### config.mk
export PLATFORM = sky130hd
export DESIGN_NAME = skin_contact_detector
export DESIGN_NICKNAME = d
export VERILOG_FILES = /design/src/sv/scd_pkg.sv /design/src/sv/skin_contact_detector.sv /design/src/sv/scd_front.sv /design/src/sv/scd_back.sv
export SDC_FILE = /design/constraint.sdc
export NUM_CORES = 1
export LEC_CHECK = 0
export BUFFER_PORTS_ARGS = -buffer_cell sky130_fd_sc_hd__buf_4
export CAP_MARGIN = 15
export CORE_AREA = 2 2 201 203
export DETAILED_ROUTE_END_ITERATION = 8
export DIE_AREA = 0 0 203 205
export HOLD_SLACK_MARGIN = 0.1
export SYNTH_ARGS = -nofsm -noshare
export SYNTH_HDL_FRONTEND = slang
export SYNTH_SLANG_ARGS = --single-unit
### constraint.sdc
create_clock -name clk -period 28 [get_ports clk]
set_clock_uncertainty 0.1 [all_clocks]
set_input_delay 2.8 -clock clk [delete_from_list [all_inputs] [get_ports clk]]
set_output_delay 2.8 -clock clk [all_outputs]
set_load 0.01 [all_outputs]
### src/sv/scd_pkg.sv
package scd_pkg;

  localparam int WINDOW_DEF   = 32;
  localparam int SUM_W        = 22;
  localparam int SUM_SHIFT    = 5;
  localparam int SAMPLE_W     = 16;
  localparam int TIME_W       = 32;
  localparam int LEVEL_CFG_W  = 15;
  localparam int TIMEOUT_W    = 16;
  localparam int LVL_W        = SUM_W - SUM_SHIFT;
  localparam int CFG_IDX_W    = 2;
  localparam int CFG_DATA_W   = 16;
  localparam int QUEUE_DEPTH  = 2;

  localparam logic [LEVEL_CFG_W-1:0] LOW_THR_RST  = 15'd1000;
  localparam logic [LEVEL_CFG_W-1:0] HIGH_LIM_RST = 15'd27000;
  localparam logic [TIMEOUT_W-1:0]   TIMEOUT_RST  = 16'd500;

  localparam logic [CFG_IDX_W-1:0] CFG_LOW_THR  = 2'd0;
  localparam logic [CFG_IDX_W-1:0] CFG_HIGH_LIM = 2'd1;
  localparam logic [CFG_IDX_W-1:0] CFG_TIMEOUT  = 2'd2;

  localparam logic OP_SAMPLE = 1'b0;
  localparam logic OP_START  = 1'b1;

  typedef enum logic [0:0] {
    CMD_SAMPLE = 1'b0,
    CMD_START  = 1'b1
  } scd_cmd_t;

  typedef struct packed {
    scd_cmd_t                    cmd;
    logic signed [SAMPLE_W-1:0]  sample;
    logic [TIME_W-1:0]           time_ms;
  } scd_item_t;

endpackage

### src/sv/skin_contact_detector.sv
// Skin contact detector.
// Input channel (in_valid/in_ready): one request per sensor item, carrying
// in_operation (start or sample), in_light_sample and in_time_ms.
// Output channel (out_valid/out_ready): exactly one result per request, in
// order: warming_up, average_level, contact_lost, detecting.
// Config channel (cfg_valid/cfg_ready, always ready): cfg_index 0 low level
// threshold, 1 high level limit, 2 loss timeout in ms; other indexes are
// dropped. Write only while no request is in flight.
// Path: a request accepted by the front is written into the input queue,
// the update unit takes it from there and registers its result in the
// output register, where a stalled receiver can hold it.
// Throughput: one request per cycle unless the receiver stalls; the update
// unit (a constant multiply, add and threshold compares) is combinational.
// A two-entry queue sits between the front and the update unit, and the
// result sits in an output register, so input keeps flowing while a result
// waits; a stalled receiver backs up the queue and drops in_ready once both
// entries are held.
// Reset (rst_n low, synchronous) empties the queue and output, clears
// count, sum, contact time and detecting, and restores register defaults.
module skin_contact_detector
  import scd_pkg::*;
#(
  parameter int WINDOW = WINDOW_DEF
)
(
  input  logic                       clk,
  input  logic                       rst_n,
  input  logic                       in_valid,
  output logic                       in_ready,
  input  logic                       in_operation,
  input  logic signed [SAMPLE_W-1:0] in_light_sample,
  input  logic [TIME_W-1:0]          in_time_ms,
  output logic                       out_valid,
  input  logic                       out_ready,
  output logic                       out_warming_up,
  output logic signed [SAMPLE_W-1:0] out_average_level,
  output logic                       out_contact_lost,
  output logic                       out_detecting,
  input  logic                       cfg_valid,
  output logic                       cfg_ready,
  input  logic [CFG_IDX_W-1:0]       cfg_index,
  input  logic [CFG_DATA_W-1:0]      cfg_data
);

  logic [LEVEL_CFG_W-1:0] low_thr_r;
  logic [LEVEL_CFG_W-1:0] high_lim_r;
  logic [TIMEOUT_W-1:0]   timeout_r;
  logic                   q_valid;
  logic                   q_pop;
  scd_item_t              q_item;

  assign cfg_ready = 1'b1;

  always_ff @(posedge clk) begin
    if (!rst_n) begin
      low_thr_r  <= LOW_THR_RST;
      high_lim_r <= HIGH_LIM_RST;
      timeout_r  <= TIMEOUT_RST;
    end else if (cfg_valid && cfg_ready) begin
      unique case (cfg_index)
        CFG_LOW_THR:  low_thr_r  <= cfg_data[LEVEL_CFG_W-1:0];
        CFG_HIGH_LIM: high_lim_r <= cfg_data[LEVEL_CFG_W-1:0];
        CFG_TIMEOUT:  timeout_r  <= cfg_data[TIMEOUT_W-1:0];
        default: begin
        end
      endcase
    end
  end

  scd_front u_front (
    .clk             (clk),
    .rst_n           (rst_n),
    .in_valid        (in_valid),
    .in_ready        (in_ready),
    .in_operation    (in_operation),
    .in_light_sample (in_light_sample),
    .in_time_ms      (in_time_ms),
    .q_valid         (q_valid),
    .q_pop           (q_pop),
    .q_item          (q_item)
  );

  scd_back #(
    .WINDOW (WINDOW)
  ) u_back (
    .clk               (clk),
    .rst_n             (rst_n),
    .q_valid           (q_valid),
    .q_pop             (q_pop),
    .q_item            (q_item),
    .low_thr           (low_thr_r),
    .high_lim          (high_lim_r),
    .timeout_ms        (timeout_r),
    .out_valid         (out_valid),
    .out_ready         (out_ready),
    .out_warming_up    (out_warming_up),
    .out_average_level (out_average_level),
    .out_contact_lost  (out_contact_lost),
    .out_detecting     (out_detecting)
  );

endmodule

### src/sv/scd_front.sv
module scd_front
  import scd_pkg::*;
(
  input  logic                       clk,
  input  logic                       rst_n,
  input  logic                       in_valid,
  output logic                       in_ready,
  input  logic                       in_operation,
  input  logic signed [SAMPLE_W-1:0] in_light_sample,
  input  logic [TIME_W-1:0]          in_time_ms,
  output logic                       q_valid,
  input  logic                       q_pop,
  output scd_item_t                  q_item
);

  localparam int PTR_W = (QUEUE_DEPTH > 1) ? $clog2(QUEUE_DEPTH) : 1;
  localparam int CNT_W = $clog2(QUEUE_DEPTH + 1);

  scd_item_t             slot_r [QUEUE_DEPTH];
  logic [PTR_W-1:0]      wr_ptr_r, wr_ptr_nxt;
  logic [PTR_W-1:0]      rd_ptr_r, rd_ptr_nxt;
  logic [CNT_W-1:0]      count_r, count_nxt;
  scd_item_t             item;
  logic                  push;
  logic                  pop;

  always_comb begin
    item.cmd     = (in_operation == OP_START) ? CMD_START : CMD_SAMPLE;
    item.sample  = in_light_sample;
    item.time_ms = in_time_ms;
  end

  assign in_ready = (count_r != CNT_W'(QUEUE_DEPTH));
  assign q_valid  = (count_r != '0);
  assign q_item   = slot_r[rd_ptr_r];
  assign push     = in_valid && in_ready;
  assign pop      = q_pop && q_valid;

  always_comb begin
    wr_ptr_nxt = wr_ptr_r;
    rd_ptr_nxt = rd_ptr_r;
    count_nxt  = count_r;
    if (push) begin
      wr_ptr_nxt = (wr_ptr_r == PTR_W'(QUEUE_DEPTH - 1)) ? '0 : wr_ptr_r + 1'b1;
    end
    if (pop) begin
      rd_ptr_nxt = (rd_ptr_r == PTR_W'(QUEUE_DEPTH - 1)) ? '0 : rd_ptr_r + 1'b1;
    end
    if (push && !pop) begin
      count_nxt = count_r + 1'b1;
    end else if (pop && !push) begin
      count_nxt = count_r - 1'b1;
    end
  end

  always_ff @(posedge clk) begin
    if (!rst_n) begin
      wr_ptr_r <= '0;
      rd_ptr_r <= '0;
      count_r  <= '0;
    end else begin
      wr_ptr_r <= wr_ptr_nxt;
      rd_ptr_r <= rd_ptr_nxt;
      count_r  <= count_nxt;
    end
  end

  always_ff @(posedge clk) begin
    if (push) begin
      slot_r[wr_ptr_r] <= item;
    end
  end

endmodule

### src/sv/scd_back.sv
module scd_back
  import scd_pkg::*;
#(
  parameter int WINDOW = WINDOW_DEF
)
(
  input  logic                       clk,
  input  logic                       rst_n,
  input  logic                       q_valid,
  output logic                       q_pop,
  input  scd_item_t                  q_item,
  input  logic [LEVEL_CFG_W-1:0]     low_thr,
  input  logic [LEVEL_CFG_W-1:0]     high_lim,
  input  logic [TIMEOUT_W-1:0]       timeout_ms,
  output logic                       out_valid,
  input  logic                       out_ready,
  output logic                       out_warming_up,
  output logic signed [SAMPLE_W-1:0] out_average_level,
  output logic                       out_contact_lost,
  output logic                       out_detecting
);

  localparam int CNT_W  = $clog2(WINDOW + 1);
  localparam int PROD_W = SUM_W + CNT_W;

  logic [CNT_W-1:0]           sample_cnt_r, sample_cnt_nxt;
  logic signed [SUM_W-1:0]    running_sum_r, running_sum_nxt;
  logic [TIME_W-1:0]          last_contact_r, last_contact_nxt;
  logic                       detect_r, detect_nxt;

  logic                       out_valid_r;
  logic                       out_warm_r, out_warm_nxt;
  logic signed [SAMPLE_W-1:0] out_level_r, out_level_nxt;
  logic                       out_lost_r, out_lost_nxt;
  logic                       out_det_r;

  logic [CNT_W:0]             cnt_inc;
  logic                       warm;
  logic signed [SUM_W-1:0]    sample_ext;
  logic signed [SUM_W-1:0]    sum_div;
  logic signed [PROD_W-1:0]   prod;
  logic signed [SUM_W-1:0]    smooth_sum;
  logic signed [LVL_W-1:0]    level;
  logic signed [LVL_W-1:0]    low_ext, high_ext;
  logic                       in_contact;
  logic [TIME_W-1:0]          diff;
  logic                       timed_out;
  logic                       fire;

  assign fire  = q_valid && (!out_valid_r || out_ready);
  assign q_pop = fire;

  assign cnt_inc    = {1'b0, sample_cnt_r} + 1'b1;
  assign warm       = cnt_inc < (CNT_W + 1)'(WINDOW);
  assign sample_ext = {{(SUM_W - SAMPLE_W){q_item.sample[SAMPLE_W-1]}}, q_item.sample};
  assign sum_div    = running_sum_r >>> SUM_SHIFT;
  assign prod       = $signed({{CNT_W{sum_div[SUM_W-1]}}, sum_div})
                    * $signed({{SUM_W{1'b0}}, CNT_W'(WINDOW - 1)});
  assign smooth_sum = prod[SUM_W-1:0] + sample_ext;
  assign level      = smooth_sum[SUM_W-1:SUM_SHIFT];
  assign low_ext    = {{(LVL_W - LEVEL_CFG_W){1'b0}}, low_thr};
  assign high_ext   = {{(LVL_W - LEVEL_CFG_W){1'b0}}, high_lim};
  assign in_contact = (level > low_ext) && (level < high_ext);

  always_comb begin
    sample_cnt_nxt   = sample_cnt_r;
    running_sum_nxt  = running_sum_r;
    last_contact_nxt = last_contact_r;
    detect_nxt       = detect_r;
    out_warm_nxt     = 1'b0;
    out_level_nxt    = '0;
    out_lost_nxt     = 1'b0;
    diff             = '0;
    timed_out        = 1'b0;
    unique case (q_item.cmd)
      CMD_START: begin
        sample_cnt_nxt   = '0;
        running_sum_nxt  = '0;
        detect_nxt       = 1'b1;
        last_contact_nxt = q_item.time_ms;
        out_warm_nxt     = 1'b1;
      end
      CMD_SAMPLE: begin
        if (warm) begin
          sample_cnt_nxt   = cnt_inc[CNT_W-1:0];
          running_sum_nxt  = running_sum_r + sample_ext;
          last_contact_nxt = q_item.time_ms;
          out_warm_nxt     = 1'b1;
        end else begin
          sample_cnt_nxt  = CNT_W'(WINDOW);
          running_sum_nxt = smooth_sum;
          out_level_nxt   = smooth_sum[SUM_SHIFT+SAMPLE_W-1:SUM_SHIFT];
          if (in_contact) begin
            last_contact_nxt = q_item.time_ms;
          end
          diff      = q_item.time_ms - last_contact_nxt;
          timed_out = !diff[TIME_W-1] && (diff > {{(TIME_W - TIMEOUT_W){1'b0}}, timeout_ms});
          if (timed_out) begin
            out_lost_nxt = 1'b1;
            detect_nxt   = 1'b0;
          end
        end
      end
      default: begin
      end
    endcase
  end

  always_ff @(posedge clk) begin
    if (!rst_n) begin
      sample_cnt_r   <= '0;
      running_sum_r  <= '0;
      last_contact_r <= '0;
      detect_r       <= 1'b0;
      out_valid_r    <= 1'b0;
    end else begin
      if (fire) begin
        sample_cnt_r   <= sample_cnt_nxt;
        running_sum_r  <= running_sum_nxt;
        last_contact_r <= last_contact_nxt;
        detect_r       <= detect_nxt;
        out_valid_r    <= 1'b1;
      end else if (out_ready) begin
        out_valid_r    <= 1'b0;
      end
    end
  end

  always_ff @(posedge clk) begin
    if (fire) begin
      out_warm_r  <= out_warm_nxt;
      out_level_r <= out_level_nxt;
      out_lost_r  <= out_lost_nxt;
      out_det_r   <= detect_nxt;
    end
  end

  assign out_valid         = out_valid_r;
  assign out_warming_up    = out_warm_r;
  assign out_average_level = out_level_r;
  assign out_contact_lost  = out_lost_r;
  assign out_detecting     = out_det_r;

  a_cnt_bound: assert property (@(posedge clk) disable iff (!rst_n)
    sample_cnt_r <= CNT_W'(WINDOW))
    else $error("sample count past window");

  a_lost_clears_det: assert property (@(posedge clk) disable iff (!rst_n)
    out_valid_r && out_lost_r |-> !out_det_r && !out_warm_r)
    else $error("contact loss with detecting or warm-up set");

  a_warm_zero_level: assert property (@(posedge clk) disable iff (!rst_n)
    out_valid_r && out_warm_r |-> out_level_r == '0)
    else $error("nonzero level during warm-up");

  a_start_result: assert property (@(posedge clk) disable iff (!rst_n)
    fire && q_item.cmd == CMD_START |=> out_valid_r && out_det_r && out_warm_r
      && sample_cnt_r == '0)
    else $error("start request result wrong");

endmodule
## Word level (Yosys, flattened, before mapping)

Memories as Yosys holds them, arrays and structs flattened. A register that Yosys moved wholly into a read port is not among the register bits.
Index checks and enable logic that the tools add are counted.

| storage, ports and cells | value |
|---|---|
| memory bits (writable) | 98 |
| flip-flop bits (word level) | 131 |
| memories | 1 |
| input port bits | 72 |
| word-level logic and storage cells | 79 |
| output and inout bits | 22 |

Memories:

| name | words | width | read ports | clocked after memory_dff | write ports | line | text |
|---|---|---|---|---|---|---|---|
| u_front.slot_r | 2 | 49 | 1 | 1 | 1 | scd_front.sv:19 | `scd_item_t slot_r [QUEUE_DEPTH];` |

| cells by class | value |
|---|---|
| muxes and demuxes | 26 |
| $add $sub $neg | 8 |
| reduce and logical (&&, ||, !) cells | 20 |
| eq/ne operators | 3 |
| order comparisons | 4 |
| bitwise gates (word level) | 1 |
| multiply operators | 1 |

Operators by type and width:

| operator | count |
|---|---|
| $mux W32 | 4 |
| $pmux W32 S2 | 1 |
| $pmux W22 S2 | 1 |
| $gt A32 B16 Y1 | 1 |
| $sub A32 B32 Y32 | 1 |
| $add A22 B16 Y22 | 1 |
| $add A22 B22 Y22 | 1 |
| $mul A17 B6 Y22 const B | 1 |
| $mux W22 | 1 |
| $gt A17 B16 Y1 | 1 |
| $lt A17 B16 Y1 | 1 |
| $mux W1 | 13 |
| $pmux W6 S2 | 1 |
| $add A6 B1 Y7 const B | 1 |
| $logic_and A1 B1 Y1 | 7 |
| $lt A7 B6 Y1 const B | 1 |
| $mux W6 | 1 |
| $reduce_and A2 Y1 | 3 |
| $reduce_bool A2 Y1 | 3 |
| $logic_not A1 Y1 | 4 |
| $mux W2 | 2 |
| $pmux W1 S2 | 2 |
| $add A1 B1 Y1 const B | 2 |
| $add A2 B1 Y2 const B | 1 |
| 8 further kinds | 8 |

## Logic depth before layout (Yosys ltp)

| logic depth | value |
|---|---|
| word-level depth | 13 |
| mapped depth | 58 |
| depth with buffers taken out | 56 |

## Cells and area by module

From an unflattened synthesis, not the netlist that was laid out.

| second synthesis, totals | value |
|---|---|
| cells, all modules | 1648 |
| area total of the unflattened synthesis | 16305.6 um^2 |

By module, submodules not included:

| module | area each (um^2) | times used | cells each | seq. area each (um^2) |
|---|---|---|---|---|
| scd_back | 10651.5 | 1 | 1289 | 1811.7 |
| scd_front | 3771.1 | 1 | 176 | 3042.9 |
| skin_contact_detector | 1883.1 | 1 | 183 | 920.9 |

## Least setup slack after synthesis

No wires, ideal clock.

| path | value |
|---|---|
| kind | flip-flop to flip-flop |
| from | register u_back.running_sum_r[11] |
| to | register u_back.out_lost_r, in the netlist u_back.out_contact_lost, data pin |
| cell stages (with the launch flop) | 54 |
| clock period less this slack | 11216 ps |
| slack | 16784 ps |
| library setup time | 255 ps |
| arrival | 10861 ps |
| path through | dfxtp_1 > fa_1 > fa_1 > fa_1 > inv_1 > fa_1 > inv_1 > ha_1 > o21ai_1 > nand2b_1 > a31oi_2 > o21ai_1 > a21o_1 > a21o_1 > a21o_1 > a21o_1 > a21o_1 > a21o_1 > [18 not listed] > a211oi_2 > o211ai_2 > a221oi_2 > or3_1 > and2_1 > mux2_4 > o21a_1 > xnor2_1 > ha_1 > nand4_1 > or3_1 > o21ai_0 > and2_0 > o31ai_1 > a311o_1 > nor4_2 > nand4_2 > and3_1 |

| on the way | value |
|---|---|
| word-level cells in the longest chain between the ends | 11 |

RTL lines:

| item | line | text |
|---|---|---|
| start: declaration | scd_back.sv:27 | `logic signed [SUM_W-1:0] running_sum_r, running_sum_nxt;` |
| start signal: assignment | scd_back.sv:119 | `running_sum_r <= running_sum_nxt;` |
| $mul A17 B6 Y22 * | scd_back.sv:58 | `* $signed({{SUM_W{1'b0}}, CNT_W'(WINDOW - 1)});` |
| $add A22 B22 Y22 * | scd_back.sv:59 | `assign smooth_sum = prod[SUM_W-1:0] + sample_ext;` |
| via u_back.smooth_sum[18] | scd_back.sv:42 | `logic signed [SUM_W-1:0] smooth_sum;` |
| $gt A17 B16 Y1 / $lt A17 B16 Y1 (equally long branches) | scd_back.sv:63 | `assign in_contact = (level > low_ext) && (level < high_ext);` |
| $logic_and A1 B1 Y1 * | scd_back.sv:63 |  |
| $mux W32 * | scd_back.sv:93 | `if (in_contact) begin` |
| $mux W32 * | scd_back.sv:84 | `if (warm) begin` |
| $mux W32 * | scd_back.sv:75 | `unique case (q_item.cmd)` |
| $sub A32 B32 Y32 * | scd_back.sv:96 | `diff = q_item.time_ms - last_contact_nxt;` |
| $gt A32 B16 Y1 / $logic_not A1 Y1 (equally long branches) | scd_back.sv:97 | `timed_out = !diff[TIME_W-1] && (diff > {{(TIME_W - TIMEOUT_W){1'b0}}, timeout_ms});` |
| $logic_and A1 B1 Y1 * | scd_back.sv:97 |  |
| $mux W1 * | scd_back.sv:98 | `if (timed_out) begin` |
| end signal: assignment | scd_back.sv:133 | `out_lost_r <= out_lost_nxt;` |
| end: declaration | scd_back.sv:34 | `logic out_lost_r, out_lost_nxt;` |

Mark *: on every way through the listed nets, which the timed path passes. The rest lies on a longest branch. The select of a mux whose other input is x is not followed.
A chain may end at the register's enable or synchronous reset.

## Worst setup path after layout

Same ends and word-level chain as after synthesis.

==> metrics.md <==
| Metric | Value |
|---|---|
| Final period util | 0.440 |
| Yosys reg bits | 230 |
| CTS clk-pin slew, worst paths | approximately 60 ps |
| Mapped Avg Cell Area | about 9.6 sq um |
| Clock Path Buffers | 3 |
| GP Congestion | between 0.9 and 1 |
| Syn nets | 1898 |
| Post-DP HPWL | ~29 mm |
| Hold-fix buffer count after cts | 0 |
| Final setup vio count | 0 |
| Total GRT Usage | 0.185 |
| Worst slew margin | 0.361 |
| Layout Nets | between 1500 and 2000 |
| # rows | 73 |
| Async SR Flop Fraction | 0 |
| Die width | 203 um |
| First-pass GRT wire length | between 60 and 70 mm |
| RSZ-0062 raised after global routing | no |
| Post-cts resize count | 0 |
| Vias in the first global route | ~12000 |
| Endpoint class of the critical path | flip-flop |
| Ant diodes | 0 |
| P&R area growth vs syn | 13.6% |
| Fin Setup TNS | 0 ps |
| Top FF cell, synth | edfxtp_1 |
| WL per Instance | 16.8 um |
| Outcome | completed |
| Crit path kind | reg2reg |
| Synthesized cell area | 15600 sq um |
| WP data arrival | between 10000 and 15000 ps |
| Post-DRT Antenna Nets | 0 |
| Maximum clock rate | 0.0812 GHz |
| Iteration-0 DRC Markers | around 470 |
| Die height | roughly 210 um |
| Top cells by area, synth | edfxtp_1, dfxtp_1, ha_1 |
| Clk Latency, worst-skew pair | 550 ps |
| I/O pins | 94 |
| Setup bufs post-CTS | 0 |
| FILL cells | between 3000 and 4000 |
| EDFF count, synth | approximately 120 |
| Die area | approximately 42000 sq um |
| TritonCTS buffer count | 27 |
| WHS | about 350 ps |
| CTS Sinks | 230 |
| Distinct cells, synth | just under 90 |
| Crit-path max cell delay | 550 ps |
| Final Hold Vio Count | 0 |
| Residual DRC | 0 |
| Port bufs | between 90 and 100 |
| Largest net degree at the start of global routing | 65 |
| Placed Instances | 2200 |
| Vias per inst | 5.22 |
| Core box area | about 39000 sq um |
| Startpoint type of the worst setup path | flip-flop |
| Initial cell density of the core | 0.396 |
| Req. time, crit path | between 20000 and 30000 ps |
| CP dominant cell by count | a21o_1 |
| Synthesized instance count | between 1500 and 2000 |
| Fin. max-slew vios | 0 |
| Max FO, Critical Path | between 60 and 70 |
| Post-synth top area share | 0.225 |
| Slowest CP cell | fa_1 |
| Register area share after synthesis | 0.370 |
| Finished Layout Cells | 2250 |
| Min-delay worst type | reg2reg |
| Share of cells above drive strength 1 | 0.111 |
| Pre-antenna DRT Iters | 5 |
| Initial antenna violation count | 0 |
| Worst-margin pin slew | ~960 ps |
| CTS tree | done |
| Tmin final | roughly 12000 ps |
| Routed WL | 37.9 mm |
| Util after Layout | 0.450 |
| Max cap viols | 0 |
| Root buf cell | clkbuf_16 |
| Synth area leader | edfxtp_1 |
| H-tree levels | 1 |
| Gr ovfl total | 0 |
| Warnings, synthesis | 0 |
| Routed vias | around 12000 |
-- cell usage in the layout (no fill, tap or decap), types with 4 or more instances in the layout --
cell and n:
inv_1 178, nor2_1 153, a21oi_1 142, ha_1 134
nand2_1 130, edfxtp_1 117, dfxtp_1 112, buf_4 101
fa_1 64, o21ai_0 56, a211oi_1 50, xnor2_1 46
a21o_1 41, mux2i_1 40, o211ai_1 27, clkbuf_16 27
xor2_1 24, nor3_1 21, and2_1 20, nand3_1 16
o21bai_1 16, o21a_1 15, a31oi_1 14, nand4_1 13
or3_1 11, nor2b_1 9, nand2b_1 9, and3_1 8
mux2_2 6, mux2i_4 5, inv_6 5, clkbuf_1 5
clkinv_1 4, a311oi_1 4, clkinv_2 4
-- kinds of logic after synthesis --
| logic type | Yosys count | synth area share |
|---|---|---|
| AO/OA/AOI/OAI | 421 | 0.178 |
| XOR/XNOR | 73 | 0.0424 |
| adder cells (fa/ha/maj) | 199 | 0.190 |
| buffers and inverters | 234 | 0.0582 |
| flip-flops | 230 | 0.370 |
| multiplexers | 54 | 0.0400 |
| other | 1 | 0.000240 |
| AND/OR/NAND/NOR | 416 | 0.120 |
-- through the flow --
stage / instance area, sq um / setup slack, ps
floorplan: 15600 / 16780
global placement: 16800 / 16070
detailed placement: 16800 / 15780
CTS: 17700 / 15670
global route: 17700 / 14790
finish: 17700 / 15680
-- critical path: cells and delay by family (launching register included) --
family	cells	cell delay (ps)
simple gates	12	1990
flops	1	530
mux	1	170
fa+ha+maj	9	3520
buf+inv	5	690
xor+xnor	2	340
compound gates	22	4740
-- final cells by class --
type | instances | area (sq um) | area share
Sequential cell | 230 | 5780 | 0.326
Inverter | 180 | 676 | 0.0381
Timing Repair Buffer | 101 | 758 | 0.0428
Clock buffer | 35 | 736 | 0.0415
Multi-Input combinational cell | 1164 | 8940 | 0.505
Tap cell | 525 | 657 | 0.0371
Clock inverter | 15 | 165 | 0.00932
-- flip-flops by register name, summed over array words and instances (netlist names), 2 cells and up, named ones only --
register,cells
u_front.count_r,2
u_back.out_average_level,16
timeout_r,16
low_thr_r,15
u_back.last_contact_r,32
u_front.slot_r,98
high_lim_r,15
u_back.running_sum_r,22
u_back.sample_cnt_r,6
-- worst paths after layout --
| kind | start | to | slack (ps) | cells after the start |
|---|---|---|---|---|
| max | u_back.running_sum_r[11] | u_back.out_contact_lost | 15680 | 51 |
| min | high_lim_r[7] | high_lim_r[7] | 350 | 2 |
| max reg2reg | u_back.running_sum_r[11] | u_back.out_contact_lost | 15680 | 51 |
| min reg2reg | high_lim_r[7] | high_lim_r[7] | 350 | 2 |
-- routing by layer --
layer	vias to the layer above	track usage	routed length (um)
met2	218	0.333	18800
met1	5596	0.234	16700
met3	57	0.0247	1420
met5	-	0	0
met4	0	0.0501	925
li1	5881	-	-
-- cell usage after synthesis (24+ instances only) --
library cell,n
o21ai_0,56
a21o_1,41
xnor2_1,46
nand2_1,130
dfxtp_1,113
a211oi_1,50
ha_1,134
xor2_1,24
clkbuf_1,43
mux2i_1,40
inv_1,179
a21oi_1,143
fa_1,64
edfxtp_1,117
o211ai_1,27
nor2_1,156
Power is left out: the tool's default activity adds up to more than one toggle a clock period on the data nets, which glitch-free logic cannot reach.
